$ cat src/design/assert_macros.svh
// assertion helpers, compiled out when SYNTH is defined
`ifndef ASSERT_MACROS_SVH
`define ASSERT_MACROS_SVH

`ifndef SYNTH

// antecedent holds -> consequent holds in the same cycle
`define ASSERT_IMP(lbl, clk, rstn, ante, cons) \
  lbl: assert property (@(posedge clk) disable iff (!(rstn)) (ante) |-> (cons)) \
    else $error("same-cycle check failed");

// antecedent holds -> consequent holds in the next cycle
`define ASSERT_NXT(lbl, clk, rstn, ante, cons) \
  lbl: assert property (@(posedge clk) disable iff (!(rstn)) (ante) |=> (cons)) \
    else $error("next-cycle check failed");

`else

`define ASSERT_IMP(lbl, clk, rstn, ante, cons)
`define ASSERT_NXT(lbl, clk, rstn, ante, cons)

`endif

`endif

$ cat src/design/thrp_pkg.sv
`timescale 1ns / 1ps
`default_nettype none

package thrp_pkg;

  localparam int PAY_USED = 6;
  localparam int QUEUE_DEPTH = 2;
  localparam int QUEUE_AW = 1;

  localparam logic [7:0] HDR_BYTE = 8'hCA;
  localparam logic [7:0] MIN_LEN = 8'd4;
  localparam logic [7:0] PING_LEN = 8'd5;

  localparam logic [7:0] OP_COOLED = 8'hA0;
  localparam logic [7:0] OP_FOV = 8'hA1;
  localparam logic [7:0] OP_NUC = 8'hA2;
  localparam logic [7:0] OP_NUC_TABLE = 8'hA4;
  localparam logic [7:0] OP_POLARITY = 8'hA5;
  localparam logic [7:0] OP_RETICLE = 8'hA7;
  localparam logic [7:0] OP_DZOOM = 8'hA9;
  localparam logic [7:0] OP_FREEZE = 8'hAA;
  localparam logic [7:0] OP_AGC = 8'hAE;
  localparam logic [7:0] OP_BRIGHT = 8'hAF;
  localparam logic [7:0] OP_CONTRAST = 8'hB1;
  localparam logic [7:0] OP_RET_INT = 8'hB5;
  localparam logic [7:0] OP_IBIT = 8'hBB;
  localparam logic [7:0] OP_LENS = 8'hBC;
  localparam logic [7:0] OP_VERSION = 8'hC2;
  localparam logic [7:0] OP_EXT = 8'hC3;

  localparam logic [7:0] SUB_IPM = 8'hD7;
  localparam logic [7:0] SUB_HPF_GAIN = 8'hD8;
  localparam logic [7:0] SUB_HPF_SPAT = 8'hD9;
  localparam logic [7:0] SUB_UPD_SPEED = 8'hDE;
  localparam logic [7:0] SUB_VERSION = 8'hB4;
  localparam logic [7:0] DZOOM_ON = 8'h02;

  localparam logic [4:0] REG_COOLED = 5'd0;
  localparam logic [4:0] REG_FOV = 5'd1;
  localparam logic [4:0] REG_ZOOM = 5'd2;
  localparam logic [4:0] REG_FOCUS = 5'd3;
  localparam logic [4:0] REG_ANGLE = 5'd4;
  localparam logic [4:0] REG_NUC_TABLE = 5'd5;
  localparam logic [4:0] REG_POLARITY = 5'd6;
  localparam logic [4:0] REG_RETICLE = 5'd7;
  localparam logic [4:0] REG_DZOOM = 5'd8;
  localparam logic [4:0] REG_FREEZE = 5'd9;
  localparam logic [4:0] REG_AGC = 5'd10;
  localparam logic [4:0] REG_BRIGHT = 5'd11;
  localparam logic [4:0] REG_CONTRAST = 5'd12;
  localparam logic [4:0] REG_RET_INT = 5'd13;
  localparam logic [4:0] REG_NUC = 5'd14;
  localparam logic [4:0] REG_IBIT = 5'd15;
  localparam logic [4:0] REG_IPM = 5'd16;
  localparam logic [4:0] REG_HPF_GAIN = 5'd17;
  localparam logic [4:0] REG_HPF_SPAT = 5'd18;
  localparam logic [4:0] REG_UPD_SPEED = 5'd19;
  localparam logic [4:0] REG_FPGA_VER = 5'd20;
  localparam logic [4:0] REG_SYS_VER = 5'd21;
  localparam logic [4:0] REG_VER = 5'd22;

  typedef enum logic [1:0] {
    KIND_UPDATE    = 2'd0,
    KIND_PING      = 2'd1,
    KIND_CSUM_ERR  = 2'd2,
    KIND_NO_UPDATE = 2'd3
  } kind_t;

  // finished frame handed from the parser to the expander
  typedef struct packed {
    kind_t                       status;
    logic [7:0]                  opcode;
    logic [PAY_USED-1:0][7:0]    pay;
  } desc_t;

  typedef struct packed {
    kind_t       kind;
    logic [4:0]  reg_id;
    logic [15:0] reg_value;
    logic        last;
  } result_t;

endpackage

`default_nettype wire

$ cat src/design/thrp_fifo.sv
`timescale 1ns / 1ps
`default_nettype none

module thrp_fifo #(
  parameter int WIDTH = 8
) (
  input  wire logic             clk,
  input  wire logic             rst_n,
  input  wire logic             push,
  input  wire logic [WIDTH-1:0] wdata,
  output logic                  full,
  input  wire logic             pop,
  output logic [WIDTH-1:0]      rdata,
  output logic                  empty
);

  localparam int AW = thrp_pkg::QUEUE_AW;
  localparam int DEPTH = thrp_pkg::QUEUE_DEPTH;

  logic [WIDTH-1:0] mem_r [DEPTH];
  logic [AW-1:0]    wr_ptr_r, wr_ptr_nxt;
  logic [AW-1:0]    rd_ptr_r, rd_ptr_nxt;
  logic [AW:0]      cnt_r, cnt_nxt;
  logic             push_ok, pop_ok;

  assign full    = (cnt_r == (AW+1)'(DEPTH));
  assign empty   = (cnt_r == '0);
  assign push_ok = push && !full;
  assign pop_ok  = pop && !empty;
  assign rdata   = mem_r[rd_ptr_r];

  always_comb begin
    wr_ptr_nxt = push_ok ? wr_ptr_r + AW'(1) : wr_ptr_r;
    rd_ptr_nxt = pop_ok ? rd_ptr_r + AW'(1) : rd_ptr_r;
    cnt_nxt    = cnt_r;
    if (push_ok && !pop_ok) begin
      cnt_nxt = cnt_r + (AW+1)'(1);
    end else if (pop_ok && !push_ok) begin
      cnt_nxt = cnt_r - (AW+1)'(1);
    end
  end

  always_ff @(posedge clk) begin
    if (!rst_n) begin
      wr_ptr_r <= '0;
      rd_ptr_r <= '0;
      cnt_r    <= '0;
    end else begin
      wr_ptr_r <= wr_ptr_nxt;
      rd_ptr_r <= rd_ptr_nxt;
      cnt_r    <= cnt_nxt;
    end
  end

  always_ff @(posedge clk) begin
    if (push_ok) begin
      mem_r[wr_ptr_r] <= wdata;
    end
  end

endmodule

`default_nettype wire

$ cat src/design/thrp_front.sv
`timescale 1ns / 1ps
`default_nettype none

module thrp_front #(
  parameter int SAVED_PAYLOAD_BYTES = 6
) (
  input  wire logic       clk,
  input  wire logic       rst_n,
  input  wire logic       byte_take,
  input  wire logic [7:0] rx_byte,
  output logic            desc_push,
  output thrp_pkg::desc_t desc
);

  typedef enum logic [2:0] {
    PH_HUNT = 3'b001,
    PH_LEN  = 3'b010,
    PH_BODY = 3'b100
  } phase_t;

  phase_t     phase_r, phase_nxt;
  logic [7:0] len_r, len_nxt;
  logic [7:0] cnt_r, cnt_nxt;
  logic [7:0] op_r, op_nxt;
  logic [7:0] sum_r, sum_nxt;
  logic [7:0] pay_r [SAVED_PAYLOAD_BYTES];
  logic [7:0] pay_nxt [SAVED_PAYLOAD_BYTES];
  logic       frame_end;

  assign frame_end = ({1'b0, cnt_r} + 9'd1) >= {1'b0, len_r};

  always_comb begin
    desc.opcode = op_r;
    for (int i = 0; i < thrp_pkg::PAY_USED; i++) begin
      desc.pay[i] = pay_r[i];
    end
    if (len_r == thrp_pkg::PING_LEN && op_r == thrp_pkg::OP_EXT) begin
      desc.status = thrp_pkg::KIND_PING;
    end else if ((8'h00 - sum_r) != rx_byte) begin
      desc.status = thrp_pkg::KIND_CSUM_ERR;
    end else begin
      desc.status = thrp_pkg::KIND_UPDATE;
    end
  end

  always_comb begin
    phase_nxt = phase_r;
    len_nxt   = len_r;
    cnt_nxt   = cnt_r;
    op_nxt    = op_r;
    sum_nxt   = sum_r;
    pay_nxt   = pay_r;
    desc_push = 1'b0;
    if (byte_take) begin
      case (phase_r)
        PH_LEN: begin
          if (rx_byte < thrp_pkg::MIN_LEN) begin
            phase_nxt = PH_HUNT;
          end else begin
            len_nxt   = rx_byte;
            sum_nxt   = sum_r + rx_byte;
            cnt_nxt   = 8'd2;
            phase_nxt = PH_BODY;
          end
        end
        PH_BODY: begin
          if (frame_end) begin
            phase_nxt = PH_HUNT;
            desc_push = 1'b1;
          end else begin
            if (cnt_r == 8'd2) begin
              op_nxt = rx_byte;
            end
            for (int i = 0; i < SAVED_PAYLOAD_BYTES; i++) begin
              if (cnt_r == 8'(i + 3)) begin
                pay_nxt[i] = rx_byte;
              end
            end
            sum_nxt = sum_r + rx_byte;
            cnt_nxt = cnt_r + 8'd1;
          end
        end
        default: begin
          phase_nxt = PH_HUNT;
          if (rx_byte == thrp_pkg::HDR_BYTE) begin
            for (int i = 0; i < SAVED_PAYLOAD_BYTES; i++) begin
              pay_nxt[i] = 8'h00;
            end
            op_nxt    = 8'h00;
            sum_nxt   = rx_byte;
            cnt_nxt   = 8'd1;
            phase_nxt = PH_LEN;
          end
        end
      endcase
    end
  end

  always_ff @(posedge clk) begin
    if (!rst_n) begin
      phase_r <= PH_HUNT;
      len_r   <= '0;
      cnt_r   <= '0;
      sum_r   <= '0;
    end else begin
      phase_r <= phase_nxt;
      len_r   <= len_nxt;
      cnt_r   <= cnt_nxt;
      sum_r   <= sum_nxt;
    end
  end

  always_ff @(posedge clk) begin
    op_r  <= op_nxt;
    pay_r <= pay_nxt;
  end

endmodule

`default_nettype wire

$ cat src/design/thrp_back.sv
`timescale 1ns / 1ps
`default_nettype none
`include "assert_macros.svh"

module thrp_back (
  input  wire logic              clk,
  input  wire logic              rst_n,
  input  wire logic              desc_valid,
  input  wire thrp_pkg::desc_t   desc,
  output logic                   desc_pop,
  output logic                   res_push,
  output thrp_pkg::result_t      res,
  input  wire logic              res_full
);

  function automatic logic [1:0] res_count(input thrp_pkg::desc_t d);
    logic [1:0] n;
    n = 2'd1;
    if (d.status == thrp_pkg::KIND_UPDATE) begin
      if (d.opcode == thrp_pkg::OP_LENS) begin
        n = 2'd3;
      end else if (d.opcode == thrp_pkg::OP_VERSION && d.pay[0] == thrp_pkg::SUB_VERSION) begin
        n = 2'd3;
      end
    end
    return n;
  endfunction

  function automatic thrp_pkg::result_t res_item(input thrp_pkg::desc_t d,
                                                 input logic [1:0] k);
    thrp_pkg::result_t r;
    r.kind      = thrp_pkg::KIND_NO_UPDATE;
    r.reg_id    = '0;
    r.reg_value = '0;
    r.last      = 1'b0;
    case (d.status)
      thrp_pkg::KIND_PING:     r.kind = thrp_pkg::KIND_PING;
      thrp_pkg::KIND_CSUM_ERR: r.kind = thrp_pkg::KIND_CSUM_ERR;
      thrp_pkg::KIND_UPDATE: begin
        r.kind      = thrp_pkg::KIND_UPDATE;
        r.reg_value = {8'h00, d.pay[0]};
        case (d.opcode)
          thrp_pkg::OP_COOLED:    r.reg_id = thrp_pkg::REG_COOLED;
          thrp_pkg::OP_FOV:       r.reg_id = thrp_pkg::REG_FOV;
          thrp_pkg::OP_NUC_TABLE: r.reg_id = thrp_pkg::REG_NUC_TABLE;
          thrp_pkg::OP_POLARITY:  r.reg_id = thrp_pkg::REG_POLARITY;
          thrp_pkg::OP_RETICLE:   r.reg_id = thrp_pkg::REG_RETICLE;
          thrp_pkg::OP_FREEZE:    r.reg_id = thrp_pkg::REG_FREEZE;
          thrp_pkg::OP_BRIGHT:    r.reg_id = thrp_pkg::REG_BRIGHT;
          thrp_pkg::OP_CONTRAST:  r.reg_id = thrp_pkg::REG_CONTRAST;
          thrp_pkg::OP_RET_INT:   r.reg_id = thrp_pkg::REG_RET_INT;
          thrp_pkg::OP_NUC:       r.reg_id = thrp_pkg::REG_NUC;
          thrp_pkg::OP_IBIT:      r.reg_id = thrp_pkg::REG_IBIT;
          thrp_pkg::OP_DZOOM: begin
            r.reg_id    = thrp_pkg::REG_DZOOM;
            r.reg_value = {15'd0, d.pay[0] == thrp_pkg::DZOOM_ON};
          end
          thrp_pkg::OP_AGC: begin
            r.reg_id    = thrp_pkg::REG_AGC;
            r.reg_value = {15'd0, d.pay[0] == 8'h00};
          end
          thrp_pkg::OP_LENS: begin
            case (k)
              2'd0: begin
                r.reg_id    = thrp_pkg::REG_ZOOM;
                r.reg_value = {d.pay[1], 8'h00};
              end
              2'd1: begin
                r.reg_id    = thrp_pkg::REG_FOCUS;
                r.reg_value = {d.pay[3], d.pay[2]};
              end
              default: begin
                r.reg_id    = thrp_pkg::REG_ANGLE;
                r.reg_value = {d.pay[5], d.pay[4]};
              end
            endcase
          end
          thrp_pkg::OP_EXT: begin
            r.reg_value = {8'h00, d.pay[1]};
            case (d.pay[0])
              thrp_pkg::SUB_IPM:       r.reg_id = thrp_pkg::REG_IPM;
              thrp_pkg::SUB_HPF_GAIN:  r.reg_id = thrp_pkg::REG_HPF_GAIN;
              thrp_pkg::SUB_HPF_SPAT:  r.reg_id = thrp_pkg::REG_HPF_SPAT;
              thrp_pkg::SUB_UPD_SPEED: r.reg_id = thrp_pkg::REG_UPD_SPEED;
              default: begin
                r.kind      = thrp_pkg::KIND_NO_UPDATE;
                r.reg_value = '0;
              end
            endcase
          end
          thrp_pkg::OP_VERSION: begin
            if (d.pay[0] == thrp_pkg::SUB_VERSION) begin
              case (k)
                2'd0: begin
                  r.reg_id    = thrp_pkg::REG_FPGA_VER;
                  r.reg_value = {8'h00, d.pay[3]};
                end
                2'd1: begin
                  r.reg_id    = thrp_pkg::REG_SYS_VER;
                  r.reg_value = {8'h00, d.pay[4]};
                end
                default: begin
                  r.reg_id    = thrp_pkg::REG_VER;
                  r.reg_value = {8'h00, d.pay[5]};
                end
              endcase
            end else begin
              r.kind      = thrp_pkg::KIND_NO_UPDATE;
              r.reg_value = '0;
            end
          end
          default: begin
            r.kind      = thrp_pkg::KIND_NO_UPDATE;
            r.reg_value = '0;
          end
        endcase
      end
      default: r.kind = thrp_pkg::KIND_NO_UPDATE;
    endcase
    return r;
  endfunction

  thrp_pkg::desc_t cur_r, cur_nxt;
  logic            cur_v_r, cur_v_nxt;
  logic [1:0]      idx_r, idx_nxt;
  logic [1:0]      cnt;
  logic            emit, done, take;

  assign cnt      = res_count(cur_r);
  assign emit     = cur_v_r && !res_full;
  assign done     = emit && res.last;
  assign take     = desc_valid && (!cur_v_r || done);
  assign desc_pop = take;
  assign res_push = emit;

  always_comb begin
    res      = res_item(cur_r, idx_r);
    res.last = (idx_r == cnt - 2'd1);
  end

  always_comb begin
    cur_nxt   = cur_r;
    cur_v_nxt = cur_v_r;
    idx_nxt   = idx_r;
    if (take) begin
      cur_nxt   = desc;
      cur_v_nxt = 1'b1;
      idx_nxt   = 2'd0;
    end else if (done) begin
      cur_v_nxt = 1'b0;
    end else if (emit) begin
      idx_nxt = idx_r + 2'd1;
    end
  end

  always_ff @(posedge clk) begin
    if (!rst_n) begin
      cur_v_r <= 1'b0;
      idx_r   <= '0;
    end else begin
      cur_v_r <= cur_v_nxt;
      idx_r   <= idx_nxt;
    end
  end

  always_ff @(posedge clk) begin
    cur_r <= cur_nxt;
  end

  `ASSERT_IMP(a_idx_range, clk, rst_n, cur_v_r, idx_r < cnt)
  `ASSERT_NXT(a_take_load, clk, rst_n, take, cur_v_r && idx_r == 2'd0)
  `ASSERT_NXT(a_idx_step, clk, rst_n, emit && !res.last, idx_r == $past(idx_r) + 2'd1)
  `ASSERT_IMP(a_single_status, clk, rst_n, emit && res.kind != thrp_pkg::KIND_UPDATE, res.last)

endmodule

`default_nettype wire

$ cat src/design/thermal_head_reply_parser_core.sv
`timescale 1ns / 1ps
`default_nettype none

// camera link reply parser: takes one received byte per cycle whenever in_full is low, hunts
// for the 0xca header, checks the two's-complement checksum and turns each complete frame
// into one to three result words, handed out one per cycle through a two-word output queue
// while that queue has room. a frame's first result passes the parser, the two-entry frame
// queue, the expander and the output queue before it can be popped. frames are at least four
// bytes long and give at most three results, so the expander keeps up with the byte stream;
// in_full rises only when the output side stalls long enough to fill the frame queue.

module thermal_head_reply_parser_core #(
  parameter int SAVED_PAYLOAD_BYTES = 6
) (
  input  wire logic        clk,
  input  wire logic        rst_n,
  input  wire logic        in_push,
  input  wire logic [7:0]  in_rx_byte,
  output logic             in_full,
  output logic             out_empty,
  input  wire logic        out_pop,
  output logic [1:0]       out_kind,
  output logic [4:0]       out_reg_id,
  output logic [15:0]      out_reg_value,
  output logic             out_last
);

  thrp_pkg::desc_t   fr_desc, bk_desc;
  thrp_pkg::result_t bk_res, q_res;
  logic              fr_push, dq_empty, bk_pop, bk_push, oq_full, byte_take;

  assign byte_take = in_push && !in_full;

  thrp_front #(
    .SAVED_PAYLOAD_BYTES(SAVED_PAYLOAD_BYTES)
  ) u_front (
    .clk       (clk),
    .rst_n     (rst_n),
    .byte_take (byte_take),
    .rx_byte   (in_rx_byte),
    .desc_push (fr_push),
    .desc      (fr_desc)
  );

  thrp_fifo #(
    .WIDTH($bits(thrp_pkg::desc_t))
  ) u_desc_q (
    .clk   (clk),
    .rst_n (rst_n),
    .push  (fr_push),
    .wdata (fr_desc),
    .full  (in_full),
    .pop   (bk_pop),
    .rdata (bk_desc),
    .empty (dq_empty)
  );

  thrp_back u_back (
    .clk        (clk),
    .rst_n      (rst_n),
    .desc_valid (!dq_empty),
    .desc       (bk_desc),
    .desc_pop   (bk_pop),
    .res_push   (bk_push),
    .res        (bk_res),
    .res_full   (oq_full)
  );

  thrp_fifo #(
    .WIDTH($bits(thrp_pkg::result_t))
  ) u_out_q (
    .clk   (clk),
    .rst_n (rst_n),
    .push  (bk_push),
    .wdata (bk_res),
    .full  (oq_full),
    .pop   (out_pop),
    .rdata (q_res),
    .empty (out_empty)
  );

  assign out_kind      = q_res.kind;
  assign out_reg_id    = q_res.reg_id;
  assign out_reg_value = q_res.reg_value;
  assign out_last      = q_res.last;

endmodule

`default_nettype wire

$ cat config.mk
export PLATFORM = sky130hd
export DESIGN_NAME = thermal_head_reply_parser_core
export DESIGN_NICKNAME = d
export VERILOG_FILES = /design/src/design/thrp_pkg.sv /design/src/design/thrp_fifo.sv /design/src/design/thrp_front.sv /design/src/design/thrp_back.sv /design/src/design/thermal_head_reply_parser_core.sv
export VERILOG_INCLUDE_DIRS = /design/src /design/src/design
export SDC_FILE = /design/constraint.sdc
export NUM_CORES = 1
export LEC_CHECK = 0
export BUFFER_PORTS_ARGS = -buffer_cell sky130_fd_sc_hd__buf_2
export CAP_MARGIN = 10
export CORE_ASPECT_RATIO = 0.7
export CORE_MARGIN = 3
export CORE_UTILIZATION = 40
export CTS_CLUSTER_DIAMETER = 200
export DETAILED_ROUTE_END_ITERATION = 8
export SLEW_MARGIN = 20
export SYNTH_ARGS = -nofsm -noshare
export SYNTH_HDL_FRONTEND = slang
export SYNTH_SLANG_ARGS = --single-unit
$ cat constraint.sdc
create_clock -name clk -period 14.1 [get_ports clk]
set_input_delay 2.115 -clock clk [delete_from_list [all_inputs] [get_ports clk]]
set_output_delay 2.115 -clock clk [all_outputs]
set_load 0.05 [all_outputs]
==> impl_metrics.env <==
export IMPL_run_status="finished, final reports clean"
export IMPL_synth_largest_type_area_fraction_pct=62.79
export IMPL_postSynth_topFlopCell="edfxtp_1"
export IMPL_largest_net_degree_at_the_start_of_global_routing=60
export IMPL_slew_viol_final=0
export IMPL_post_route_period_util_pct=29.41
export IMPL_globalRoute_busiestLayer="met1"
export IMPL_rsz_0062_raised_after_global_routing="no"
export IMPL_synth_area_top_cells="edfxtp_1 63%, mux2_2 6.9%, dfxtp_1 5.9%"
export IMPL_mostFrequentLayoutCell="edfxtp_1"
export IMPL_grt_util_met2_pct=21.13
export IMPL_yosys_register_bits=317
export IMPL_dr_total_vias=7492
export IMPL_max_freq_mhz=241.2
export IMPL_total_power_density_per_cell_area_nw_per_um2=167.5
export IMPL_grt_antenna_before_repair=1
export IMPL_postCtsSetupRepairBufs=0
export IMPL_worst_r2r_path_depth=11
export IMPL_max_slew_margin_rel_pct=28.30
export IMPL_hp_start="u_front.desc[47]$_SDFFCE_PN0P_"
export IMPL_routed_wl_mm=27.04
export IMPL_whs_ns=0.4438
export IMPL_cts_num_sinks=317
export IMPL_worst_setup_path_end_kind="register"
export IMPL_worstMarginPinSlew_ns=1.072
export IMPL_worstSetupStartpointType="register"
export IMPL_finalSetupViolCount=0
export IMPL_grtUsageMet1_pct=24.74
export IMPL_clk_transition_reported_paths_ns=0.07
export IMPL_timing_rr_start="u_front.cnt_r[0]$_SDFFE_PN0P_"
export IMPL_detail_route_antenna_nets=0
export IMPL_cts_buffers=29
export IMPL_crit_path_required_time_ns=14.29
export IMPL_cap_violations=0
export IMPL_clock_insertion_delay_worst_skew_ns=0.56
export IMPL_grt_usage_pct=15.26
export IMPL_placement_rows=55
export IMPL_route_detailed_wl_per_inst_microns=19.15
export IMPL_timing_reg2reg_setup_slack_ns=9.95
export IMPL_die_area_sq_um=35500
export IMPL_peakVddDrop_uv=73.98
export IMPL_synth_edf_count=278
export IMPL_timing_rr_end="u_front.desc[46]$_SDFFCE_PN0P_"
export IMPL_via_count_of_the_first_global_routing_pass=7050
export IMPL_postSynthAreaPerCell_sq_um=14.37
export IMPL_timing_clock_skew_ns=0.009181
export IMPL_cts_tree="built"
export IMPL_resize_count_post_cts=0
export IMPL_core_area_sq_um=32550
export IMPL_worstPathArrival_ns=4.33
export IMPL_holdCritPathClass="register to register"
export IMPL_switchingPower_uw=729.3
export IMPL_ioPinCount=38
export IMPL_seq_power_share_pct=52.1
export IMPL_final_count_of_hold_timing_violations=0
export IMPL_mostFrequentLayoutCells="278 x edfxtp_1, 82 x mux2_2, 66 x nor2_1"
export IMPL_first_pass_grt_wire_length_mm=41.71
export IMPL_die_height_microns=158.5
export IMPL_min_clock_period_post_route_ns=4.147
export IMPL_first_pass_iters=5
export IMPL_buffers_from_clock_root_to_sink_at_most=3
export IMPL_synthDistinctLibCells=73
export IMPL_grt_overflow=0
export IMPL_vias_per_cell=5.306
export IMPL_power_leakage_uw=0.005041
export IMPL_min_delay_path_depth=0
export IMPL_ys_warnings_count=0
export IMPL_synth_nets=962
export IMPL_synthesis_instances=925
export IMPL_final_nets=1001
export IMPL_detail_route_drc_violations=0
export IMPL_final_fill_count=2889
export IMPL_layout_cell_share_with_drive_strength_beyond_1_pct=19.19
export IMPL_num_antenna_cells=0
export IMPL_finalSetupTns_ns=0
export IMPL_synth_area_leader_cell="edfxtp_1"
export IMPL_clock_tree_htree_level_count=1
export IMPL_power_internal_uw=1756
export IMPL_start_util_pct=40.85
export IMPL_power_frac_clock_pct=30.6
export IMPL_comb_power_share_pct=17.3
export IMPL_dpl_hpwl_mm=17.75
export IMPL_cts_hold_buffers_added=0
export IMPL_timing_critical_path_from="u_front.cnt_r[0]$_SDFFE_PN0P_"
export IMPL_worst_path_max_fanout=8
export IMPL_buffer_ports_inserted=37
export IMPL_setup_slack_ns=9.953
export IMPL_detailedRoute_firstIterationViolations=692
export IMPL_utilization_pct=45.59
export IMPL_asyncSetResetFlopFracSynth_pct=0
export IMPL_mappedNetlistArea_sq_um=13300
export IMPL_ys_seq_area_share_pct=68.66
export IMPL_kind_of_critical_path="register to register"
export IMPL_place_congestion=0.8357
export IMPL_placement_setup_worst_slack_ns=9.551
export IMPL_die_w_microns=223.9
export IMPL_swShare_pct=29.34
export IMPL_grtUsageMet3_pct=2.506
export IMPL_hold_end="u_desc_q.mem_r[0][47]$_DFFE_PP_"
export IMPL_clock_tree_root_cell="clkbuf_16"
export IMPL_synthToLayoutAreaGrowth_pct=11.60
==> metrics by stage <==
step	instances	cell area, sq um	power, uW
after detailed placement	1360	13930	1743
after floorplan	925	13300	1615
after global placement	1360	13920	1738
final	1412	14840	2486
after global routing	1412	14840	2597
after CTS	1412	14840	2509
==> metal layers <==
layer,share of wire [%],routed length (microns)
met1,53,14200
met3,5.1,1382
met4,2.1,565
met2,40,10890
met5,0,0
==> critical path, stage by stage (launching register included) <==
cell and delay [ns]:
dfxtp_1 0.48, ha_1 0.34, and3_1 0.27, nand3_1 0.23, xnor2_1 0.25, ha_1 0.28
a21o_1 0.16, a21oi_1 0.19, o221ai_1 0.30, nor2_1 0.24, o211ai_1 0.35, a21oi_1 0.68
==> synth_stat cells (4+ instances only) <==
cell type  number
clkbuf_1       28
dfxtp_1        39
nand2_1        61
edfxtp_1      278
a311oi_1        4
a21oi_1        50
a22o_1          8
o211ai_1        4
or3_1           7
mux2i_1        10
nor2_1         67
ha_1           24
a222oi_1        7
a22oi_1        19
nand2b_1        7
o21ai_0        24
nand4_1         4
nor3_1         18
xnor2_1        15
nand3b_1        7
nor3b_1         6
nand3_1        11
inv_1          21
a31oi_1        11
o21a_1          4
buf_1           5
and2_1          9
mux2_2         82
xor2_1         15
a21o_1          4
nor2b_1         8
nor4_1          9
a211oi_1        5
==> worst max-delay path by stage <==
stage | to | slack (ns)
2_1_floorplan | u_desc_q.mem_r[0][0]$_DFFE_PP_ | 5.67
3_3_place_gp | u_front.desc[44]$_SDFFCE_PN0P_ | 9.58
3_5_place_dp | u_front.desc[43]$_SDFFCE_PN0P_ | 9.55
4_1_cts | out_reg_value[8] | 9.66
5_1_grt | u_front.desc[46]$_SDFFCE_PN0P_ | 9.69
6_report | u_front.desc[46]$_SDFFCE_PN0P_ | 9.95
==> layout make-up <==
type	instances	area, sq um	area share [%]
Clock buffer	32	737.0	4.967
Clock inverter	20	173.9	1.172
Inverter	23	86.33	0.5818
Multi-Input combinational cell	547	3920	26.42
Sequential cell	317	9134	61.56
Tap cell	427	534.3	3.601
Timing Repair Buffer	46	252.7	1.703
==> power by group through the flow <==
| stage | logic, uW | registers [uW] | clock network [uW] |
|---|---|---|---|
| global placement | 428 | 1310 | 0 |
| finish | 431 | 1290 | 760 |
| floorplan | 383 | 1230 | 0 |
| detailed placement | 431 | 1310 | 0 |
| CTS | 434 | 1290 | 781 |
| global route | 468 | 1310 | 816 |
==> flip-flops by register name, summed over array words and instances, names as in the netlist, named ones only <==
register,count
u_front.len_r,8
u_out_q.cnt_r,2
u_front.op_r,8
u_back.cur_r,58
u_out_q.rd_ptr_r,1
u_out_q.wr_ptr_r,1
u_desc_q.mem_r,116
u_front.phase_r,3
u_desc_q.cnt_r,2
u_back.idx_r,2
u_front.sum_r,8
u_out_q.mem_r,48
u_desc_q.wr_ptr_r,1
u_desc_q.rd_ptr_r,1
u_front.cnt_r,8
u_back.cur_v_r,1
u_front.desc,48
==> logic make-up (layout without fill, tap and decap cells) <==
logic type | after synthesis | count (layout) | synth area share (%)
multiplexers | 92 | 92 | 7.698
AO/OA/AOI/OAI | 164 | 164 | 8.319
XOR/XNOR | 30 | 30 | 1.976
flip-flops | 317 | 317 | 68.66
adder cells (fa/ha/maj) | 25 | 25 | 2.409
AND/OR/NAND/NOR | 236 | 236 | 8.987
buffers and inverters | 61 | 121 | 1.948
(Power assumes the default switching activity.)
